**config.mk**
```make
export PLATFORM = sky130hd
export DESIGN_NAME = countdown_seven_segment_scanner
export DESIGN_NICKNAME = d
export VERILOG_FILES = /design/src/design/cdss_pkg.sv /design/src/design/countdown_seven_segment_scanner.sv
export VERILOG_INCLUDE_DIRS = /design/src /design/src/design
export SDC_FILE = /design/constraint.sdc
export NUM_CORES = 1
export LEC_CHECK = 0
export ABC_AREA = 1
export ABC_CLOCK_PERIOD_IN_PS = 3750
export BUFFER_PORTS_ARGS = -buffer_cell sky130_fd_sc_hd__buf_2
export CELL_PAD_IN_SITES_DETAIL_PLACEMENT = 1
export CELL_PAD_IN_SITES_GLOBAL_PLACEMENT = 1
export CORE_ASPECT_RATIO = 0.5
export CORE_MARGIN = 3
export CORE_UTILIZATION = 43
export CTS_CLUSTER_SIZE = 40
export DETAILED_ROUTE_END_ITERATION = 12
export GPL_TIMING_DRIVEN = 0
export PLACE_DENSITY_LB_ADDON = 0.1
export SYNTH_ARGS = -nofsm -noshare
export SYNTH_HDL_FRONTEND = slang
export SYNTH_SLANG_ARGS = --single-unit
```
**constraint.sdc**
```tcl
create_clock -name clk_i -period 3.75 [get_ports clk_i]
set_input_delay 0.375 -clock clk_i [delete_from_list [all_inputs] [get_ports clk_i]]
set_output_delay 0.375 -clock clk_i [all_outputs]
set_load 0.01 [all_outputs]
```
**src/design/countdown_seven_segment_scanner_macros.svh**
```systemverilog
// Assertion macros for the countdown seven-segment scanner.
// Expects clk_i and rst_ni in the scope of the including module.
`ifndef COUNTDOWN_SEVEN_SEGMENT_SCANNER_MACROS_SVH
`define COUNTDOWN_SEVEN_SEGMENT_SCANNER_MACROS_SVH

// Same-cycle implication, disabled during reset.
`define CDSS_ASSERT_NOW(label, ante, cons, msg) \
  label: assert property (@(posedge clk_i) disable iff (!rst_ni) (ante) |-> (cons)) \
    else $error(msg);

// Next-cycle implication, disabled during reset.
`define CDSS_ASSERT_NEXT(label, ante, cons, msg) \
  label: assert property (@(posedge clk_i) disable iff (!rst_ni) (ante) |=> (cons)) \
    else $error(msg);

`endif

```
**src/design/cdss_pkg.sv**
```systemverilog
// Types and constants for the countdown seven-segment scanner.
// No dependencies.
package cdss_pkg;

  localparam int COUNT_W     = 27;
  localparam int TPS_W       = 16;
  localparam int SEG_W       = 8;
  localparam int DIGIT_IDX_W = 3;
  localparam int SEL_W       = 8;
  localparam int BCD_DIGITS  = 9;
  localparam int CFG_IDX_W   = 1;
  localparam int CONV_CNT_W  = $clog2(COUNT_W + 1);

  localparam logic [CFG_IDX_W-1:0] CFG_START_COUNT      = 1'd0;
  localparam logic [CFG_IDX_W-1:0] CFG_TICKS_PER_SECOND = 1'd1;

  localparam logic [COUNT_W-1:0]      START_RESET     = 27'd1000;
  localparam logic [TPS_W-1:0]        TPS_RESET       = 16'd1000;
  localparam logic [BCD_DIGITS*4-1:0] START_BCD_RESET = 36'h000001000;
  localparam logic [CONV_CNT_W-1:0]   CONV_STEPS      = CONV_CNT_W'(COUNT_W);

  localparam logic [SEG_W-1:0] SEG_BLANK = 8'h00;

  typedef struct packed {
    logic [DIGIT_IDX_W-1:0] digit_index;
    logic [SEL_W-1:0]       digit_select_n;
    logic [SEG_W-1:0]       segments;
    logic                   second_pulse;
    logic [COUNT_W-1:0]     count_now;
    logic                   at_zero;
  } result_t;

  function automatic logic [SEG_W-1:0] seg_of(input logic [3:0] digit);
    logic [SEG_W-1:0] pattern;
    case (digit)
      4'd0:    pattern = 8'h3F;
      4'd1:    pattern = 8'h06;
      4'd2:    pattern = 8'h5B;
      4'd3:    pattern = 8'h4F;
      4'd4:    pattern = 8'h66;
      4'd5:    pattern = 8'h6D;
      4'd6:    pattern = 8'h7D;
      4'd7:    pattern = 8'h07;
      4'd8:    pattern = 8'h7F;
      4'd9:    pattern = 8'h6F;
      default: pattern = SEG_BLANK;
    endcase
    return pattern;
  endfunction

endpackage

```
**src/design/countdown_seven_segment_scanner.sv**
```systemverilog
// Countdown timer with multiplexed seven-segment scan, one tick per request.
// Depends on cdss_pkg and countdown_seven_segment_scanner_macros.svh.
//
//   channel  direction  handshake                 payload
//   in       input      in_valid_i / in_stall_o   restart_i
//   out      output     out_valid_o / out_stall_i digit_index_o .. at_zero_o
//   cfg      input      cfg_we_i                  cfg_addr_i, cfg_data_i
//
// One tick per cycle while the input is not stalled: state and result are
// settled in the accepting cycle and the result goes to the output queue.
// A two-entry output queue keeps taking ticks while one result is stalled.
// A write to start_count runs a shift-add-3 binary-to-decimal conversion;
// the input stalls while it runs.
// After reset the count is 1000, the prescaler is clear and the display blank.
`include "countdown_seven_segment_scanner_macros.svh"

module countdown_seven_segment_scanner
  import cdss_pkg::*;
#(
  parameter int NUM_DIGITS = 8
) (
  input  logic                   clk_i,
  input  logic                   rst_ni,
  input  logic                   cfg_we_i,
  input  logic [CFG_IDX_W-1:0]   cfg_addr_i,
  input  logic [COUNT_W-1:0]     cfg_data_i,
  input  logic                   in_valid_i,
  output logic                   in_stall_o,
  input  logic                   restart_i,
  output logic                   out_valid_o,
  input  logic                   out_stall_i,
  output logic [DIGIT_IDX_W-1:0] digit_index_o,
  output logic [SEL_W-1:0]       digit_select_n_o,
  output logic [SEG_W-1:0]       segments_o,
  output logic                   second_pulse_o,
  output logic [COUNT_W-1:0]     count_now_o,
  output logic                   at_zero_o
);

  localparam int IDX_W = $clog2(NUM_DIGITS);

  logic [COUNT_W-1:0]    start_count_q;
  logic [TPS_W-1:0]      tps_q;
  logic [COUNT_W-1:0]    count_q, count_d;
  logic [TPS_W-1:0]      presc_q, presc_d;
  logic [TPS_W:0]        presc_inc;
  logic [IDX_W-1:0]      scan_q, scan_d;
  logic [SEG_W-1:0]      seg_buf_q [NUM_DIGITS];
  logic [SEG_W-1:0]      seg_load [NUM_DIGITS];
  logic [3:0]            count_bcd_q [NUM_DIGITS];
  logic [3:0]            count_bcd_dec [NUM_DIGITS];
  logic [3:0]            start_bcd_q [BCD_DIGITS];
  logic                  pulse;
  logic                  in_acc;
  logic                  out_pop;

  logic                  conv_busy_q;
  logic [CONV_CNT_W-1:0] conv_cnt_q;
  logic [COUNT_W-1:0]    conv_bin_q;
  logic [3:0]            conv_bcd_q [BCD_DIGITS];
  logic [3:0]            conv_adj [BCD_DIGITS];
  logic [3:0]            conv_bcd_d [BCD_DIGITS];

  result_t               res_q [2];
  result_t               res_d;
  logic                  wr_ptr_q, rd_ptr_q;
  logic [1:0]            fifo_cnt_q;

  logic                  borrow;
  logic                  lead;

  assign in_stall_o  = conv_busy_q || (fifo_cnt_q == 2'd2);
  assign in_acc      = in_valid_i && !in_stall_o;
  assign out_valid_o = (fifo_cnt_q != 2'd0);
  assign out_pop     = out_valid_o && !out_stall_i;

  // Shift-add-3 step of the start_count conversion
  always_comb begin
    for (int k = 0; k < BCD_DIGITS; k++) begin
      conv_adj[k] = (conv_bcd_q[k] >= 4'd5) ? conv_bcd_q[k] + 4'd3 : conv_bcd_q[k];
    end
    conv_bcd_d[0] = {conv_adj[0][2:0], conv_bin_q[COUNT_W-1]};
    for (int k = 1; k < BCD_DIGITS; k++) begin
      conv_bcd_d[k] = {conv_adj[k][2:0], conv_adj[k-1][3]};
    end
  end

  // Decimal decrement of the shown count and the display pattern
  always_comb begin
    borrow = 1'b1;
    for (int k = 0; k < NUM_DIGITS; k++) begin
      if (borrow) begin
        count_bcd_dec[k] = (count_bcd_q[k] == 4'd0) ? 4'd9 : count_bcd_q[k] - 4'd1;
      end else begin
        count_bcd_dec[k] = count_bcd_q[k];
      end
      borrow = borrow && (count_bcd_q[k] == 4'd0);
    end
    lead = 1'b1;
    for (int p = 0; p < NUM_DIGITS; p++) begin
      lead = lead && (count_bcd_q[NUM_DIGITS-1-p] == 4'd0);
      if (lead && (p < NUM_DIGITS - 1)) begin
        seg_load[p] = SEG_BLANK;
      end else begin
        seg_load[p] = seg_of(count_bcd_q[NUM_DIGITS-1-p]);
      end
    end
  end

  always_comb begin
    presc_inc = {1'b0, presc_q} + (TPS_W+1)'(1);
    pulse     = !restart_i && (presc_inc >= {1'b0, tps_q});
    count_d   = count_q;
    presc_d   = presc_inc[TPS_W-1:0];
    if (restart_i) begin
      count_d = start_count_q;
      presc_d = '0;
    end else if (pulse) begin
      presc_d = '0;
      if (count_q != '0) begin
        count_d = count_q - COUNT_W'(1);
      end
    end
    scan_d = (scan_q == IDX_W'(NUM_DIGITS - 1)) ? '0 : scan_q + IDX_W'(1);

    res_d.digit_index    = DIGIT_IDX_W'(scan_q);
    res_d.digit_select_n = ~(SEL_W'(1) << scan_q);
    res_d.segments       = seg_buf_q[scan_q];
    res_d.second_pulse   = pulse;
    res_d.count_now      = count_d;
    res_d.at_zero        = (count_d == '0);
  end

  always_ff @(posedge clk_i or negedge rst_ni) begin
    if (!rst_ni) begin
      start_count_q <= START_RESET;
      tps_q         <= TPS_RESET;
      count_q       <= START_RESET;
      presc_q       <= '0;
      scan_q        <= '0;
      conv_busy_q   <= 1'b0;
      conv_cnt_q    <= '0;
      conv_bin_q    <= '0;
      for (int k = 0; k < BCD_DIGITS; k++) begin
        start_bcd_q[k] <= START_BCD_RESET[4*k +: 4];
        conv_bcd_q[k]  <= 4'd0;
      end
      for (int k = 0; k < NUM_DIGITS; k++) begin
        seg_buf_q[k]   <= SEG_BLANK;
        count_bcd_q[k] <= START_BCD_RESET[4*k +: 4];
      end
      wr_ptr_q   <= 1'b0;
      rd_ptr_q   <= 1'b0;
      fifo_cnt_q <= 2'd0;
    end else begin
      if (cfg_we_i) begin
        case (cfg_addr_i)
          CFG_START_COUNT: begin
            start_count_q <= cfg_data_i;
            conv_bin_q    <= cfg_data_i;
            conv_cnt_q    <= CONV_STEPS;
            conv_busy_q   <= 1'b1;
            for (int k = 0; k < BCD_DIGITS; k++) begin
              conv_bcd_q[k] <= 4'd0;
            end
          end
          CFG_TICKS_PER_SECOND: begin
            tps_q <= cfg_data_i[TPS_W-1:0];
          end
          default: begin
          end
        endcase
      end else if (conv_busy_q) begin
        conv_bin_q <= {conv_bin_q[COUNT_W-2:0], 1'b0};
        conv_cnt_q <= conv_cnt_q - CONV_CNT_W'(1);
        for (int k = 0; k < BCD_DIGITS; k++) begin
          conv_bcd_q[k] <= conv_bcd_d[k];
        end
        if (conv_cnt_q == CONV_CNT_W'(1)) begin
          conv_busy_q <= 1'b0;
          for (int k = 0; k < BCD_DIGITS; k++) begin
            start_bcd_q[k] <= conv_bcd_d[k];
          end
        end
      end

      if (in_acc) begin
        count_q <= count_d;
        presc_q <= presc_d;
        scan_q  <= scan_d;
        if (restart_i) begin
          for (int k = 0; k < NUM_DIGITS; k++) begin
            seg_buf_q[k]   <= SEG_BLANK;
            count_bcd_q[k] <= start_bcd_q[k];
          end
        end else if (pulse) begin
          for (int k = 0; k < NUM_DIGITS; k++) begin
            seg_buf_q[k] <= seg_load[k];
          end
          if (count_q != '0) begin
            for (int k = 0; k < NUM_DIGITS; k++) begin
              count_bcd_q[k] <= count_bcd_dec[k];
            end
          end
        end
        res_q[wr_ptr_q] <= res_d;
        wr_ptr_q        <= !wr_ptr_q;
      end

      if (out_pop) begin
        rd_ptr_q <= !rd_ptr_q;
      end
      case ({in_acc, out_pop})
        2'b10:   fifo_cnt_q <= fifo_cnt_q + 2'd1;
        2'b01:   fifo_cnt_q <= fifo_cnt_q - 2'd1;
        default: fifo_cnt_q <= fifo_cnt_q;
      endcase
    end
  end

  assign digit_index_o    = res_q[rd_ptr_q].digit_index;
  assign digit_select_n_o = res_q[rd_ptr_q].digit_select_n;
  assign segments_o       = res_q[rd_ptr_q].segments;
  assign second_pulse_o   = res_q[rd_ptr_q].second_pulse;
  assign count_now_o      = res_q[rd_ptr_q].count_now;
  assign at_zero_o        = res_q[rd_ptr_q].at_zero;

  `CDSS_ASSERT_NOW(a_fifo_bound, 1'b1, fifo_cnt_q != 2'd3, "output queue overflow")
  `CDSS_ASSERT_NOW(a_one_cold, out_valid_o, $countones(~digit_select_n_o) == 1, "digit select not one-cold")
  `CDSS_ASSERT_NEXT(a_restart_presc, in_acc && restart_i, presc_q == '0, "prescaler not cleared on restart")
  `CDSS_ASSERT_NEXT(a_zero_hold, in_acc && !restart_i && (count_q == '0), count_q == '0, "count left zero without restart")

endmodule
```
==> results.cfg <==
[clock_network]
cts_root_buf = clkbuf_16
cts.path.max_buffers = 3
worstSkewPairLatency_ns = 0.55
cts_sinks = 372
htreeDepth = 2
cts_buffers = 37
cts_tree = done
clk_pin_slew_ns = 0.06

[status]
run_status = finished, violations left
failed_checks = negative setup slack

[yosys]
synth_top_area_share_pct = 33.6
syn_nets = 2423
synth_top_family_by_area = simple AND/OR/NAND/NOR gates
synth_compound_area_share_pct = 14.9
synth-adder-area-share_pct = 5.47
synthFlopType = dfrtp_1
yosysTopAreaCell = dfrtp_1
synth.distinct_cells = 50
synthCells = 2305
syn-cell-area_um2 = 19200
synth-edff-count = 94
postSynth.asyncResetShare_pct = 74.7
yosys.area_share.simple_pct = 19.9
synthMuxAreaShare_pct = 0.0586
yosysSeqAreaShare_pct = 51.0
yosysWarnings = 0
synthTopCellsByArea = dfrtp_1 34%, edfxtp_1 15%, nand2_1 12%, o21ai_0 7.0%, inv_1 5.6%
synthXorXnorAreaFrac_pct = 0.911
ys_ff_latch = 372
avgSynthCellArea_um2 = 8.34

[power_and_ir_drop]
fin_total_pwr_mw = 15.9
p_leak_nw = 10.6
p_per_area_nw_per_um2 = 689
irDropWorstVdd_v = 0.000300

[place]
place_inst = 2978
place_hpwl_mm = 42.3
io_buffers = 81
dpl-instance-area_um2 = 20500
place_ws_ns = -0.811
gp_congestion = 0.849

[timing]
timing.final.max_slew_violations = 0
setup_viol = 10
timing.hold.ws_ns = 0.0762
worstMarginPinSlew_ns = 1.11
rsz0062_at_grt = yes
fin_ws_ns = -0.0838
clock_skew_ns = 0.0205
fin_crit_sh_pct = 102
min_period_ns = 3.83
fmax_mhz = 261
relSlewSlack_pct = 25.5
finalHoldViolCount = 0

[grt]
grt_max_degree = 111
grt.overflow.total = 0
grt_pass1_wl_mm = 93.6
first_global_vias = 17290
grt_usage_pct = 24.7
antenna_found_initial = 0

[worst_hold_path]
min_from = cfg_data_i[17]
min_path_type = input pin to flip-flop

[setup_path]
criticalPathCategory = flip-flop to flip-flop
crit_required_ns = 4.15
crit_buf_inv = 4
arrival_ns = 4.23
critPathSlowestCell = dfrtp_1
cp_top_family = simple AND/OR/NAND/NOR gates
cp-end-kind = flip-flop
cp_common_cell = nand2_1
regToRegStartpoint = presc_q[2]
crit_start = presc_q[2]
max_stage_delay_ns = 0.37
cp_max_fo = 5
start_kind = flip-flop
ff2ff_setup_slack_ns = -0.08

[route]
routed_wirelength_mm = 60.8
route.detailed.drc = 0
vias = 16693
routed_via_density = 5.39
ant_nets = 0
dr.pass1.iters = 5
wl_per_cell_um = 19.6
drt_iter0_markers = 1009

[floorplan]
die_h_um = 155
coreArea_um2 = 43800
die_w_um = 305
row_count = 54
ios = 84
design.die.area_um2 = 47400
start_util_pct = 43.8

[final_layout]
drive_gt1_share_pct = 16.2
nets = 2596
final_cell_mix = 559 x nand2_1, 282 x inv_1, 258 x dfrtp_1
layout_commonest_cell = nand2_1
syn_to_final_growth_pct = 20.4
num_antenna_cells = 0
stdcell_count = 3095
final_area_um2 = 23100

[job]
cap_violations = 0
## registers in the layout (all words and copies together), names as in the netlist
signal and count:
wr_ptr_q 1, conv_cnt_q 5, start_count_q 27, rd_ptr_q 1
conv_busy_q 1, count_q 27, res_q 94, seg_buf_q 56
conv_bcd_q 32, conv_bin_q 27, presc_q 16, start_bcd_q 32
tps_q 16, count_bcd_q 32, fifo_cnt_q 2, scan_q 3
## logic make-up (layout without fill, tap and decap cells)
logic type | Yosys count | in the layout
buffers and inverters | 388 | 587
xor gates and xnor gates | 20 | 20
muxes | 1 | 1
DFF | 372 | 372
AOI/OAI and AO/OA | 510 | 510
and+or+nand+nor | 929 | 932
adders and majority gates | 84 | 84
other | 1 | 1
## synthesized netlist by cell type (2+ instances only)
library cell / instances
nand2_2: 5
nand2_1: 607
xnor2_1: 3
o21ai_0: 269
buf_1: 9
ha_1: 84
inv_2: 6
clkbuf_1: 67
xor2_1: 17
nor2_1: 151
o41ai_1: 2
clkinv_1: 4
nor2_2: 4
nand2_4: 3
or2_2: 14
a21oi_1: 80
o31ai_1: 22
o22ai_1: 57
nand4_1: 7
nand3b_1: 7
inv_1: 288
dfrtp_1: 258
o21ai_1: 6
a211oi_1: 2
a31oi_1: 28
and2_1: 2
nand3_1: 105
nor3_1: 17
edfxtp_1: 94
nor2_4: 2
o211ai_1: 31
buf_2: 9
buf_4: 5
dfstp_2: 20
o221ai_1: 5
## per-stage QoR
| stage | TNS [ns] | util, % |
|---|---|---|
| after CTS | -0.216 | 50.6 |
| final | -0.310 | 52.8 |
| after detailed placement | -83.60 | 46.7 |
| after global placement | -1447.11 | 46.4 |
| after floorplan | 0 | - |
| after global routing | -11.58 | 52.8 |
## layout make-up
class,instances,area [um2]
fillers,5214,20700
flip-flops and latches,372,9800
multi-input cells,1548,8590
inverters,298,1140
repair buffers,131,1070
clock buffers,53,1060
well taps,588,736
plain buffers,90,541
clock inverters,15,186
## metal layers
| layer | track usage [%] | vias up | routed length [um] |
|---|---|---|---|
| met3 | 3.14 | 78 | 2330 |
| met5 | 0 | - | 0 |
| li1 | - | 7928 | - |
| met4 | 5.04 | 0 | 1000 |
| met2 | 42.0 | 258 | 29200 |
| met1 | 34.3 | 8429 | 28200 |
## worst register-to-register path: cells and delay by family, from the launching register on
| kind | cells | cell delay (ns) |
|---|---|---|
| xor+xnor | 1 | 0.15 |
| buf+inv | 4 | 0.49 |
| flops | 1 | 0.37 |
| simple gates | 22 | 2.41 |
| fa+ha+maj | 1 | 0.30 |
## what timing repair did
action / CTS / global route
endpoints found under the hold margin: 49 / 0
gates cloned: 4 / 7
pin swaps: 22 / 30
endpoints found under the setup margin: 234 / 151
gates resized for setup: 72 / 215
setup buffers: 16 / 22
hold buffers: 1 / 0
## power breakdown
group / switching [mW] / leakage, nW / internal, mW / total [mW]
Sequential: 0.717 / 4.20 / 5.19 / 5.91
Combinational: 3.97 / 5.83 / 2.11 / 6.07
Clock: 1.70 / 0.609 / 2.26 / 3.96
## path summary, 6_finish.rpt
path,to,cells past startpoint
min reg2reg,start_count_q[24],2
max reg2reg,res_q[0][0],28
max,res_q[0][0],28
min,start_count_q[17],3
max in group asynchronous,conv_bcd_q[7],3
min in group asynchronous,count_q[10],2
Power figures use the tool's default switching activity.
